## src/rtl/core/i2cras_pkg.sv

```systemverilog
// Package for the I2C register access sequencer: item/result structs,
// operation and bus action codes, and step numbers. No dependencies.
`default_nettype none

package i2cras_pkg;

  typedef enum logic [1:0] {
    OP_START_READ  = 2'd0,
    OP_START_WRITE = 2'd1,
    OP_BYTE_DONE   = 2'd2,
    OP_UNUSED      = 2'd3
  } op_t;

  typedef enum logic [2:0] {
    ACT_START_SEND  = 3'd0,
    ACT_SEND        = 3'd1,
    ACT_STOP        = 3'd2,
    ACT_RSTART_SEND = 3'd3,
    ACT_RX_NACK     = 3'd4,
    ACT_STOP_CAP    = 3'd5,
    ACT_RELEASE     = 3'd6,
    ACT_NONE        = 3'd7
  } action_t;

  localparam logic [2:0] STEP_REG  = 3'd0;
  localparam logic [2:0] STEP_ONE  = 3'd1;
  localparam logic [2:0] STEP_TWO  = 3'd2;
  localparam logic [2:0] STEP_THREE = 3'd3;
  localparam logic [2:0] STEP_FOUR = 3'd4;

  typedef struct packed {
    logic [7:0] received_byte;
    logic [7:0] write_data;
    logic [7:0] register_address;
    logic [6:0] slave_address;
    logic [1:0] operation;
  } item_t;

  typedef struct packed {
    logic       busy_res;
    logic       read_valid;
    logic [7:0] read_data;
    logic [7:0] bus_byte;
    logic [2:0] bus_action;
  } result_t;

endpackage

`default_nettype wire

```

## src/rtl/core/i2cras_seq.sv

```systemverilog
// Transaction state and step decision of the I2C register access sequencer.
// Depends on i2cras_pkg.
`default_nettype none

module i2cras_seq (
  input  wire                    clk,
  input  wire                    rst,
  input  wire                    en,
  input  i2cras_pkg::item_t      item,
  output i2cras_pkg::result_t    result
);

  logic [2:0] step_count, step_count_next;
  logic       write_mode, write_mode_next;
  logic       in_progress, in_progress_next;
  logic [6:0] target_address, target_address_next;
  logic [7:0] target_register, target_register_next;
  logic [7:0] pending_data, pending_data_next;

  always_comb begin
    step_count_next      = step_count;
    write_mode_next      = write_mode;
    in_progress_next     = in_progress;
    target_address_next  = target_address;
    target_register_next = target_register;
    pending_data_next    = pending_data;
    result.bus_action    = i2cras_pkg::ACT_NONE;
    result.bus_byte      = 8'd0;
    result.read_data     = 8'd0;
    result.read_valid    = 1'b0;

    unique case (i2cras_pkg::op_t'(item.operation)) inside
      i2cras_pkg::OP_START_READ, i2cras_pkg::OP_START_WRITE: begin
        // Restart unconditionally, even mid-transaction.
        target_address_next  = item.slave_address;
        target_register_next = item.register_address;
        if (item.operation == i2cras_pkg::OP_START_WRITE) begin
          pending_data_next = item.write_data;
        end
        write_mode_next   = (item.operation == i2cras_pkg::OP_START_WRITE);
        in_progress_next  = 1'b1;
        step_count_next   = i2cras_pkg::STEP_REG;
        result.bus_action = i2cras_pkg::ACT_START_SEND;
        result.bus_byte   = {item.slave_address, 1'b0};
      end
      i2cras_pkg::OP_BYTE_DONE: begin
        if (step_count == i2cras_pkg::STEP_REG) begin
          result.bus_action = i2cras_pkg::ACT_SEND;
          result.bus_byte   = target_register;
          step_count_next   = i2cras_pkg::STEP_ONE;
        end else if (write_mode && step_count == i2cras_pkg::STEP_ONE) begin
          result.bus_action = i2cras_pkg::ACT_SEND;
          result.bus_byte   = pending_data;
          step_count_next   = i2cras_pkg::STEP_TWO;
        end else if (write_mode && step_count == i2cras_pkg::STEP_TWO) begin
          result.bus_action = i2cras_pkg::ACT_STOP;
          in_progress_next  = 1'b0;
          step_count_next   = i2cras_pkg::STEP_THREE;
        end else if (!write_mode && step_count == i2cras_pkg::STEP_ONE) begin
          result.bus_action = i2cras_pkg::ACT_RSTART_SEND;
          result.bus_byte   = {target_address, 1'b1};
          step_count_next   = i2cras_pkg::STEP_TWO;
        end else if (!write_mode && step_count == i2cras_pkg::STEP_TWO) begin
          result.bus_action = i2cras_pkg::ACT_RX_NACK;
          step_count_next   = i2cras_pkg::STEP_THREE;
        end else if (!write_mode && step_count == i2cras_pkg::STEP_THREE) begin
          result.bus_action = i2cras_pkg::ACT_STOP_CAP;
          result.read_data  = item.received_byte;
          result.read_valid = 1'b1;
          in_progress_next  = 1'b0;
          step_count_next   = i2cras_pkg::STEP_FOUR;
        end else begin
          // Past the last step: release the bus, hold the state.
          result.bus_action = i2cras_pkg::ACT_RELEASE;
        end
      end
      default: begin
        // Unused code: no action, state holds.
        result.bus_action = i2cras_pkg::ACT_NONE;
      end
    endcase

    result.busy_res = in_progress_next;
  end

  always_ff @(posedge clk) begin
    if (rst) begin
      step_count      <= 3'd0;
      write_mode      <= 1'b0;
      in_progress     <= 1'b0;
      target_address  <= 7'd0;
      target_register <= 8'd0;
      pending_data    <= 8'd0;
    end else if (en) begin
      step_count      <= step_count_next;
      write_mode      <= write_mode_next;
      in_progress     <= in_progress_next;
      target_address  <= target_address_next;
      target_register <= target_register_next;
      pending_data    <= pending_data_next;
    end
  end

endmodule

`default_nettype wire

```

## src/rtl/core/i2c_register_access_sequencer.sv

```systemverilog
// An accepted item passes the input register, then the result register, before m_tvalid.
// Throughput: one item per cycle; the input register and the result register each
// advance whenever the result register is empty or its item is being taken.
// Reset (rst, synchronous, active high) empties both registers and clears the
// transaction state (step count, mode, busy, latched addresses and data) to zero.
// Depends on i2cras_pkg and i2cras_seq.
`default_nettype none

module i2c_register_access_sequencer (
  input  wire         clk,
  input  wire         rst,
  // Slave side: one controller event per item.
  input  wire         s_tvalid,
  output logic        s_tready,
  input  wire  [31:0] s_tdata,   // slave_address[6:0], register_address[14:7],
                                 // write_data[22:15], received_byte[30:23], zero pad
  input  wire  [1:0]  s_tuser,   // operation[1:0]
  // Master side: one bus order per item.
  output logic        m_tvalid,
  input  wire         m_tready,
  output logic [23:0] m_tdata    // bus_action[2:0], bus_byte[10:3], read_data[18:11],
                                 // read_valid[19], busy_res[20], zero pad
);

  // Input register: holds one accepted item until the sequencer takes it.
  logic                s1_valid;
  i2cras_pkg::item_t   s1_item;
  logic                s1_adv;
  i2cras_pkg::result_t seq_result;
  i2cras_pkg::result_t out_result;

  // Advance the input register whenever the result register frees up
  // in this cycle; accept a new item whenever the input register drains.
  assign s1_adv   = s1_valid && (!m_tvalid || m_tready);
  assign s_tready = !s1_valid || s1_adv;

  always_ff @(posedge clk) begin
    if (rst) begin
      s1_valid <= 1'b0;
    end else if (s_tready) begin
      s1_valid <= s_tvalid;
    end
  end

  always_ff @(posedge clk) begin
    if (s_tready && s_tvalid) begin
      s1_item.operation        <= s_tuser;
      s1_item.slave_address    <= s_tdata[6:0];
      s1_item.register_address <= s_tdata[14:7];
      s1_item.write_data       <= s_tdata[22:15];
      s1_item.received_byte    <= s_tdata[30:23];
    end
  end

  // Step decision; state updates only when the item moves on.
  i2cras_seq u_seq (
    .clk    (clk),
    .rst    (rst),
    .en     (s1_adv),
    .item   (s1_item),
    .result (seq_result)
  );

  // Result register: drop valid once taken, load on each advance.
  always_ff @(posedge clk) begin
    if (rst) begin
      m_tvalid <= 1'b0;
    end else if (s1_adv) begin
      m_tvalid <= 1'b1;
    end else if (m_tready) begin
      m_tvalid <= 1'b0;
    end
  end

  always_ff @(posedge clk) begin
    if (s1_adv) begin
      out_result <= seq_result;
    end
  end

  assign m_tdata = {3'd0, out_result.busy_res, out_result.read_valid,
                    out_result.read_data, out_result.bus_byte, out_result.bus_action};

endmodule

`default_nettype wire

```

## config.mk

```make
export PLATFORM = sky130hd
export DESIGN_NAME = i2c_register_access_sequencer
export DESIGN_NICKNAME = d
export VERILOG_FILES = /design/src/rtl/core/i2cras_pkg.sv /design/src/rtl/core/i2cras_seq.sv /design/src/rtl/core/i2c_register_access_sequencer.sv
export SDC_FILE = /design/constraint.sdc
export NUM_CORES = 1
export LEC_CHECK = 0
export BUFFER_PORTS_ARGS = -buffer_cell sky130_fd_sc_hd__buf_2
export CAP_MARGIN = 20
export CORE_AREA = 3 3 84 86
export CTS_CLUSTER_SIZE = 16
export DETAILED_ROUTE_END_ITERATION = 8
export DIE_AREA = 0 0 87 89
export PLACE_DENSITY_LB_ADDON = 0.05
export SLEW_MARGIN = 10
export SYNTH_ARGS = -nofsm -noshare
export SYNTH_HDL_FRONTEND = slang
export SYNTH_HIERARCHICAL = 1
export SYNTH_SLANG_ARGS = --single-unit
```

## constraint.sdc

```tcl
create_clock -name clk -period 1.86 [get_ports clk]
set_clock_uncertainty 0.05 [all_clocks]
set_input_delay 0.186 -clock clk [delete_from_list [all_inputs] [get_ports clk]]
set_output_delay 0.186 -clock clk [all_outputs]
set_load 0.1 [all_outputs]
```

==> results of run 1 <==
## cell usage after synthesis
library cell  instances  area, um^2
nor4_2                1        12.5
and2_4                1        8.76
buf_4                 6        45.0
or3_1                 1        6.26
a21boi_1              1        7.51
and3_1                3        18.8
nor4bb_1              1        10.0
xor2_1                1        8.76
o21ai_1               1        5.00
and2_2                1        7.51
edfxtp_1             54        1620
a221oi_1              1        8.76
a21oi_2               1        8.76
a21oi_1              29         145
a41oi_1               1        8.76
dfxtp_1              30         601
nand3b_4              1        20.0
nand2b_1              4        25.0
nor3b_2               1        12.5
mux2_2                1        11.3
buf_6                 1        11.3
nand3_1               8        40.0
nor2b_1               2        12.5
nand2_1              40         150
inv_2                 1        3.75
conb_1                1        3.75
buf_2                 9        45.0
inv_1                12        45.0
nor2_1                3        11.3
o21ai_0               1        5.00
mux2_1                6        67.6
nand3b_1              1        7.51
o21a_1                2        15.0
a211oi_1              1        7.51
and2_1                8        50.1
clkbuf_1              5        18.8
a211o_1               1        8.76
o22ai_1              15        93.8
nor3_1                1        5.00
## how the worst min path moves through the flow
stage / endpoint / slack [ns] / depth (start not counted)
floorplan: m_tvalid / 0.20 / 1
global placement: s1_item[23] / 0.31 / 1
detailed placement: s1_item[6] / 0.31 / 1
CTS: s1_valid / 0.009 / 3
global route: s1_valid / 0.03 / 3
finish: s1_valid / 0.05 / 3
## area by class of cell
cell class              count  area, um^2  share of cell area [%]
repair buffers             98         671                    16.6
clock buffers              10         138                    3.41
inverters                  13        48.8                    1.21
well taps                  77        96.3                    2.38
flip-flops and latches     84        2230                    55.1
multi-input cells         142         812                    20.1
clock inverters             6        48.8                    1.21
## worst max-delay path: cells and delay by family (launching register included)
family | cells | cell delay (ns)
DFF | 1 | 0.74
AOI/OAI and AO/OA | 2 | 0.22
muxes | 1 | 0.40
## cell families (layout without fill, tap and decap cells)
family | after synthesis | count (layout) | synth area share [%]
flops | 84 | 84 | 69.6
simple gates | 77 | 77 | 12.5
compound gates | 54 | 54 | 9.83
buf+inv | 34 | 127 | 5.29
mux | 7 | 7 | 2.47
other cells | 1 | 3 | 0.117
xor+xnor | 1 | 1 | 0.274
## registers in the layout (all words and copies together) (netlist names)
name and cells:
s1_item 33, u_seq/step_count 3, u_seq/pending_data 8, u_seq/in_progress 1, m_tvalid 1, u_seq/target_register 8, u_seq/target_address 7, m_tdata 21
s1_valid 1, u_seq/write_mode 1
## through the flow
step | hold slack (ns) | total power [W] | utilization, % | setup slack (ns) | area [um^2]
final | 0.0477 | 0.00373 | 63.6 | 0.172 | 4040
after global routing | 0.0266 | 0.00389 | 63.6 | 0.114 | 4040
after CTS | 0.00935 | 0.00377 | 63.6 | 0.177 | 4040
after detailed placement | 0.314 | 0.00254 | 55.5 | 0.193 | 3520
after global placement | 0.312 | 0.00254 | 55.5 | 0.201 | 3520
after floorplan | 0.195 | 0.00245 | - | 0.0837 | 3210
## per-layer routing
layer / up-vias / track usage (%)
met2: 65 / 27.5
li1: 1080 / -
met1: 1008 / 21.4
met3: 11 / 5.90
met4: 0 / 7.08
met5: - / 0
## repair_timing
action / in CTS / in global routing
setup buffers: 0 / 0
hold buffers: 33 / 0
hold endpoints to repair: 33 / 0
## where the power goes
| group | internal, W | switching (W) | total, W | leakage, nW |
|---|---|---|---|---|
| combinational | 0.000140 | 0.000306 | 0.000446 | 0.731 |
| clock | 0.000529 | 0.000646 | 0.00118 | 0.0851 |
| sequential | 0.00207 | 0.0000352 | 0.00211 | 0.771 |
==> results.sh, run 1 <==
export IMPL_status="finished clean"
export IMPL_start_util_pct=50.3
export IMPL_grt_max_degree=34
export IMPL_vias=2164
export IMPL_dieWidth_um=87
export IMPL_cts_tree="built"
export IMPL_finalCriticalPeriod_ns=1.69
export IMPL_leakage_nw=1.59
export IMPL_seq_area_frac_synth_pct=69.6
export IMPL_ys_types=39
export IMPL_ctsResizeCount=0
export IMPL_wl_met2_um=3040
export IMPL_finalHoldViolCount=0
export IMPL_start_kind="flop"
export IMPL_grt_antenna_before_repair=0
export IMPL_cpPeakStageDelay_ns=0.74
export IMPL_end_kind="flop"
export IMPL_drc=0
export IMPL_grt_pass1_vias=2050
export IMPL_synth_seq_cells=84
export IMPL_critical_path_startpoint="u_seq/write_mode"
export IMPL_final_cell_mix="buf_2, edfxtp_1, nand2_1"
export IMPL_clock_root_buffer="clkbuf_8"
export IMPL_port_buffers=59
export IMPL_drt_iter0_drc=153
export IMPL_finalSetupViolCount=0
export IMPL_met3_length_um=302
export IMPL_die_area_um2=7740
export IMPL_final_cells=430
export IMPL_coreArea_um2=6350
export IMPL_r2r_end="m_tdata[10]"
export IMPL_clock_sinks=84
export IMPL_ioPinCount=64
export IMPL_gp_congestion=0.774
export IMPL_max_freq_ghz=0.592
export IMPL_final_max_slew_viol_count=0
export IMPL_dp_hpwl_um=3660
export IMPL_wl_per_cell_um=14.3
export IMPL_top_layer="met4"
export IMPL_clock_latency_ns=0.35
export IMPL_rr_startpoint="u_seq/write_mode"
export IMPL_cap_violations=0
export IMPL_final_common_cell="buf_2"
export IMPL_worstPathCellList="mux2_2 -> o22ai_1 -> o22ai_1"
export IMPL_placed_cells=381
export IMPL_drive_gt1_share_pct=25.5
export IMPL_worstSetupEndpoint="m_tdata[10]"
export IMPL_ir_drop_mv=0.640
export IMPL_max_slew_margin_pct=56.4
export IMPL_routed_via_density=5.03
export IMPL_yosysWarningCount=6
export IMPL_reg2reg_depth=3
export IMPL_r2r_slack_ns=0.17
export IMPL_routed_wl_um=6130
export IMPL_grt_overflow=0
export IMPL_core_rowCount=29
export IMPL_period_share_pct=90.8
export IMPL_cp_slowest_cell="dfxtp_1"
export IMPL_cp_arrival_ns=1.72
export IMPL_clkTransAtPathRegs_ns=0.08
export IMPL_rsz0062_at_grt="no"
export IMPL_worst_setup_path_type="flop to flop"
export IMPL_crit_path_max_fanout=14
export IMPL_syn_area_um2=3190
export IMPL_die_h_um=89
export IMPL_p_per_area_nw_per_um2=923
export IMPL_dr_pass1_iters=4
export IMPL_route_antenna_remaining_nets=0
export IMPL_setup_tns_ns=0
export IMPL_cts_made_buffers=9
export IMPL_grt_use_total_pct=17.2
export IMPL_worst_hold_startpoint="s_tvalid"
export IMPL_path_common_cell="o22ai_1"
export IMPL_synth_avg_cell_area_um2=12.4
export IMPL_wl_met1_um=2700
export IMPL_worst_slew_pin_transition_ns=0.654
export IMPL_antenna_cells=0
export IMPL_nets=386
export IMPL_clockBufferDepth=2
export IMPL_syn_inst=258
export IMPL_num_fill_cells=512
export IMPL_hold_class="primary input to flop"
export IMPL_syn2layout_area_growth_pct=26.5
export IMPL_required_ns=1.89
export IMPL_grt_pass1_wl_um=9890
export IMPL_htreeDepth=3
(Power assumes the default switching activity.)
==> run 2: changes to the inputs <==
--- a/config.mk
+++ b/config.mk
@@ -7,10 +7,13 @@
 export LEC_CHECK = 0
 export BUFFER_PORTS_ARGS = -buffer_cell sky130_fd_sc_hd__buf_2
 export CAP_MARGIN = 20
-export CORE_AREA = 3 3 84 86
+export CELL_PAD_IN_SITES_DETAIL_PLACEMENT = 1
+export CELL_PAD_IN_SITES_GLOBAL_PLACEMENT = 2
+export CORE_AREA = 3 3 99 101
+export CTS_CLUSTER_DIAMETER = 150
 export CTS_CLUSTER_SIZE = 16
 export DETAILED_ROUTE_END_ITERATION = 8
-export DIE_AREA = 0 0 87 89
+export DIE_AREA = 0 0 102 104
 export PLACE_DENSITY_LB_ADDON = 0.05
 export SLEW_MARGIN = 10
 export SYNTH_ARGS = -nofsm -noshare
==> run 2 against run 1 <==
Combinational power up 2%. Critical path depth unchanged. Global-route usage down 2.4 points. Sequential share of layout area down 1.4 points. Fmax up 5.5%. Worst hold slack worse by 0.021 ns. Routed wire length up 19%. Largest cell class unchanged.
==> results.sh, run 2 (same netlist as run 1, synthesis figures left out) <==
export IMPL_routed_via_density=4.70
export IMPL_r2r_slack_ns=0.26
export IMPL_grt_pass1_wl_um=12100
export IMPL_worst_hold_slack_ns=0.0264
export IMPL_dr_pass1_iters=5
export IMPL_grt_use_total_pct=14.7
export IMPL_top_register="s1_item"
export IMPL_worst_slew_pin_transition_ns=0.626
export IMPL_cp_arrival_ns=1.63
export IMPL_required_ns=1.89
export IMPL_max_slew_margin_pct=58.2
export IMPL_worst_slack_ns=0.260
export IMPL_finalCriticalPeriod_ns=1.60
export IMPL_power_frac_seq_pct=53.1
export IMPL_p_per_area_nw_per_um2=958
export IMPL_clockPowerShare_pct=35.5
export IMPL_grt_antenna_before_repair=0
export IMPL_num_fill_cells=989
export IMPL_clock_sinks=84
export IMPL_core_rowCount=35
export IMPL_nets=391
export IMPL_final_common_cell="buf_2"
export IMPL_cts_setup_buffers=0
export IMPL_routed_wl_um=7270
export IMPL_vias=2204
export IMPL_ctsResizeCount=0
export IMPL_final_cell_mix="buf_2, edfxtp_1, nand2_1"
export IMPL_drc=0
export IMPL_reg2reg_depth=3
export IMPL_max_freq_ghz=0.625
export IMPL_status="finished clean"
export IMPL_post_route_util_pct=45.5
export IMPL_htreeDepth=3
export IMPL_drt_iter0_drc=74
export IMPL_clock_root_buffer="clkbuf_8"
export IMPL_post_place_ws_ns=0.263
export IMPL_dieWidth_um=102
export IMPL_switchingPower_w=0.00100
export IMPL_syn2layout_area_growth_pct=29.9
export IMPL_holdPathStages=3
export IMPL_ioPinCount=64
export IMPL_p_comb_share_pct=11.4
export IMPL_largest_register_ffs=33
export IMPL_grt_pass1_vias=2366
export IMPL_cp_slowest_cell="or3_1"
export IMPL_coreArea_um2=9110
export IMPL_cts_tree="built"
export IMPL_setup_tns_ns=0
export IMPL_finalHoldViolCount=0
export IMPL_route_antenna_remaining_nets=0
export IMPL_start_kind="flop"
export IMPL_finalSetupViolCount=0
export IMPL_leakage_nw=1.63
export IMPL_hold_class="primary input to flop"
export IMPL_cap_violations=0
export IMPL_cts_made_buffers=9
export IMPL_p_int_w=0.00297
export IMPL_path_common_cell="o22ai_1"
export IMPL_worst_setup_path_type="flop to flop"
export IMPL_grt_max_degree=34
export IMPL_dp_hpwl_um=4720
export IMPL_final_max_slew_viol_count=0
export IMPL_port_buffers=59
export IMPL_crit_path_max_fanout=10
export IMPL_grt_overflow=0
export IMPL_rsz0062_at_grt="no"
export IMPL_clockBufferDepth=2
export IMPL_worstPathCellList="or3_1 -> o22ai_1 -> o22ai_1"
export IMPL_drive_gt1_share_pct=26.0
export IMPL_end_kind="flop"
export IMPL_gp_congestion=0.707
export IMPL_cpPeakStageDelay_ns=0.52
export IMPL_antenna_cells=0
export IMPL_start_util_pct=35.1
export IMPL_period_share_pct=86.0
export IMPL_ir_drop_mv=0.429
export IMPL_clock_latency_ns=0.35
export IMPL_die_h_um=104
export IMPL_clkTransAtPathRegs_ns=0.08
export IMPL_p_sw_share_pct=25.2
export IMPL_wl_per_cell_um=15.5
export IMPL_die_area_um2=10600
-- run 2: cell types whose count changed in the layout (fill, tap and decap cells not counted), sizes merged --
cell	change
clkinv	-1
clkinvlp	-1
bufinv	+2
buf	+5
-- run 2: critical path: cells and delay by family (launching register included) --
| kind | cells | cell delay (ns) |
|---|---|---|
| simple gates | 1 | 0.52 |
| flops | 1 | 0.42 |
| compound gates | 2 | 0.34 |
-- run 2: worst paths after layout --
path / from / endpoint
setup / recovery: u_seq/step_count[0] / m_tdata[5]
hold / removal: s_tvalid / s1_valid
setup reg to reg: u_seq/step_count[0] / m_tdata[5]
hold reg to reg: u_seq/target_address[0] / u_seq/target_address[0]
-- run 2: layout make-up --
type | count | area [um^2] | share of cell area (%)
multi-input combinational | 142 | 812 | 19.6
clock buffer | 10 | 128 | 3.08
inverter | 13 | 48.8 | 1.18
sequential | 84 | 2230 | 53.6
clock inverter | 6 | 87.6 | 2.11
tap | 111 | 139 | 3.35
timing repair buffer | 103 | 708 | 17.1
-- run 2: power groups by stage --
stage | Clock [W] | Combinational [W] | Sequential, W
after floorplan | 0 | 0.000165 | 0.00229
after global placement | 0 | 0.000400 | 0.00215
after detailed placement | 0 | 0.000405 | 0.00216
after CTS | 0.00146 | 0.000459 | 0.00211
after global routing | 0.00154 | 0.000491 | 0.00212
final | 0.00141 | 0.000453 | 0.00211
-- run 2: through the flow --
| step | std cells | cell area [um^2] | total power (W) |
|---|---|---|---|
| after global placement | 420 | 3600 | 0.00255 |
| after global routing | 469 | 4150 | 0.00416 |
| after detailed placement | 420 | 3600 | 0.00256 |
| final | 469 | 4150 | 0.00397 |
| after CTS | 469 | 4150 | 0.00403 |
| after floorplan | 260 | 3210 | 0.00245 |
-- run 2: timing repair --
action	in CTS	in global routing
endpoints found under the setup margin	0	0
hold buffers	33	0
endpoints found under the hold margin	33	0
-- run 2: routing by layer --
metal / share of wire (%) / track usage, % / vias to the layer above
met5: 0 / 0 / -
met2: 48 / 22.7 / 44
met4: 1.1 / 4.59 / 0
met3: 3.4 / 3.62 / 5
li1: - / - / 1092
met1: 47 / 20.3 / 1063
==> run 3: changes to the inputs <==
--- a/config.mk
+++ b/config.mk
@@ -15,6 +15,7 @@
 export DETAILED_ROUTE_END_ITERATION = 8
 export DIE_AREA = 0 0 102 104
 export PLACE_DENSITY_LB_ADDON = 0.05
+export REMOVE_ABC_BUFFERS = 1
 export SLEW_MARGIN = 10
 export SYNTH_ARGS = -nofsm -noshare
 export SYNTH_HDL_FRONTEND = slang
==> run 3 against run 2 <==
Critical path depth rose by 3. Highest routed layer unchanged. Total power down 3.3%. Non-clock buffer count increased by 4. Combinational power rose by 4%. Die area is the same.
==> results.sh, run 3 (same netlist as run 1, synthesis figures left out) <==
export IMPL_placed_area_um2=3640
export IMPL_reg2reg_depth=6
export IMPL_status="finished clean"
export IMPL_cts_made_buffers=9
export IMPL_coreArea_um2=9110
export IMPL_die_area_um2=10600
export IMPL_start_util_pct=35.1
export IMPL_end_kind="flop"
export IMPL_grt_antenna_before_repair=0
export IMPL_max_slew_margin_pct=57.0
export IMPL_ioPinCount=64
export IMPL_antenna_cells=0
export IMPL_start_kind="flop"
export IMPL_finalSetupViolCount=0
export IMPL_cts_tree="built"
export IMPL_clockPowerShare_pct=33.0
export IMPL_hold_class="primary input to flop"
export IMPL_clock_root_buffer="clkbuf_8"
export IMPL_p_comb_share_pct=12.2
export IMPL_cp_slowest_cell="dfxtp_1"
export IMPL_ctsResizeCount=0
export IMPL_cpPeakStageDelay_ns=0.35
export IMPL_final_common_cell="buf_2"
export IMPL_clkTransAtPathRegs_ns=0.08
export IMPL_clock_sinks=84
export IMPL_post_route_util_pct=45.6
export IMPL_final_cells=473
export IMPL_ir_drop_mv=0.431
export IMPL_wl_per_cell_um=15.5
export IMPL_max_freq_ghz=0.611
export IMPL_port_buffers=59
export IMPL_worst_setup_path_type="flop to flop"
export IMPL_grt_use_total_pct=14.8
export IMPL_drt_iter0_drc=44
export IMPL_grt_pass1_wl_um=11900
export IMPL_largest_register_ffs=33
export IMPL_grt_pass1_vias=2326
export IMPL_final_max_slew_viol_count=0
export IMPL_nets=395
export IMPL_fin_area_um2=4160
export IMPL_power_frac_seq_pct=54.7
export IMPL_switchingPower_w=0.00101
export IMPL_cp_arrival_ns=1.86
export IMPL_dp_hpwl_um=4490
export IMPL_die_h_um=104
export IMPL_route_antenna_remaining_nets=0
export IMPL_placed_cells=424
export IMPL_worstPathCellList="nand2b_1 -> and2_2 -> nor2b_1 -> buf_4 -> nand3_1 -> a21oi_1"
export IMPL_p_sw_share_pct=26.2
export IMPL_htreeDepth=3
export IMPL_holdPathStages=3
export IMPL_p_int_w=0.00284
export IMPL_leakage_nw=1.64
export IMPL_rsz0062_at_grt="no"
export IMPL_dr_pass1_iters=4
export IMPL_dieWidth_um=102
export IMPL_setup_tns_ns=0
export IMPL_clock_latency_ns=0.35
export IMPL_drc=0
export IMPL_finalCriticalPeriod_ns=1.64
export IMPL_vias=2267
export IMPL_worst_hold_slack_ns=0.0326
export IMPL_grt_max_degree=34
export IMPL_worst_slew_pin_transition_ns=0.646
export IMPL_cp_top_family="simple AND/OR/NAND/NOR gates"
export IMPL_worst_path_buf_inv=1
export IMPL_top_register="s1_item"
export IMPL_drive_gt1_share_pct=26.2
export IMPL_core_rowCount=35
export IMPL_crit_path_max_fanout=15
export IMPL_routed_wl_um=7340
export IMPL_clockBufferDepth=2
export IMPL_gp_congestion=0.743
export IMPL_required_ns=2.08
export IMPL_period_share_pct=88.0
export IMPL_grt_overflow=0
export IMPL_routed_via_density=4.79
export IMPL_finalHoldViolCount=0
export IMPL_syn2layout_area_growth_pct=30.1
export IMPL_cp_num_cells=6
export IMPL_p_per_area_nw_per_um2=925
export IMPL_cap_violations=0
export IMPL_final_cell_mix="buf_2, edfxtp_1, nand2_1"
-- run 3: path summary, 6_finish.rpt --
path / start / to / slack [ns]
worst min register to register: u_seq/target_address[3] / u_seq/target_address[3] / 0.41
worst max-delay path: m_tvalid / u_seq/pending_data[0] / 0.22
worst min-delay path: s_tvalid / s1_valid / 0.03
worst max register to register: m_tvalid / u_seq/pending_data[0] / 0.22
-- run 3: cell type report --
class,instances,area (um^2)
clock buffer,11,131
inverter,13,48.8
sequential,84,2220
multi-input combinational,142,811
timing repair buffer,107,751
fill,992,4950
clock inverter,5,53.8
tap,111,139
-- run 3: what timing repair did --
| item | 4_1_cts | 5_1_grt |
|---|---|---|
| hold buffers | 33 | 0 |
| buffers inserted | 0 | 0 |
| endpoints found under the setup margin | 0 | 0 |
| hold endpoints to repair | 33 | 0 |
-- run 3: power groups by stage --
stage	registers [W]	logic, W	clock network, W
2_1_floorplan	0.00229	0.000130	0
3_3_place_gp	0.00215	0.000416	0
3_5_place_dp	0.00215	0.000420	0
4_1_cts	0.00210	0.000475	0.00132
5_1_grt	0.00211	0.000506	0.00140
6_report	0.00210	0.000471	0.00127
-- run 3: metal layers --
metal	global-route usage, %	up-vias	routed length (um)
li1	-	1100	-
met1	19.4	1114	3440
met2	23.6	43	3560
met3	3.09	10	209
met4	6.19	0	131
met5	0	-	0
-- run 3: worst register-to-register path, stage by stage (launching register included) --
cell and delay (ns):
dfxtp_1 0.35, nand2b_1 0.09, and2_2 0.33, nor2b_1 0.24, buf_4 0.25, nand3_1 0.10
a21oi_1 0.14
-- run 3: per-stage QoR --
stage	worst slack, ns	total power (W)
3_3_place_gp	0.239	0.00256
5_1_grt	0.0699	0.00402
3_5_place_dp	0.219	0.00257
6_report	0.223	0.00384
4_1_cts	0.174	0.00390
2_1_floorplan	-0.838	0.00242
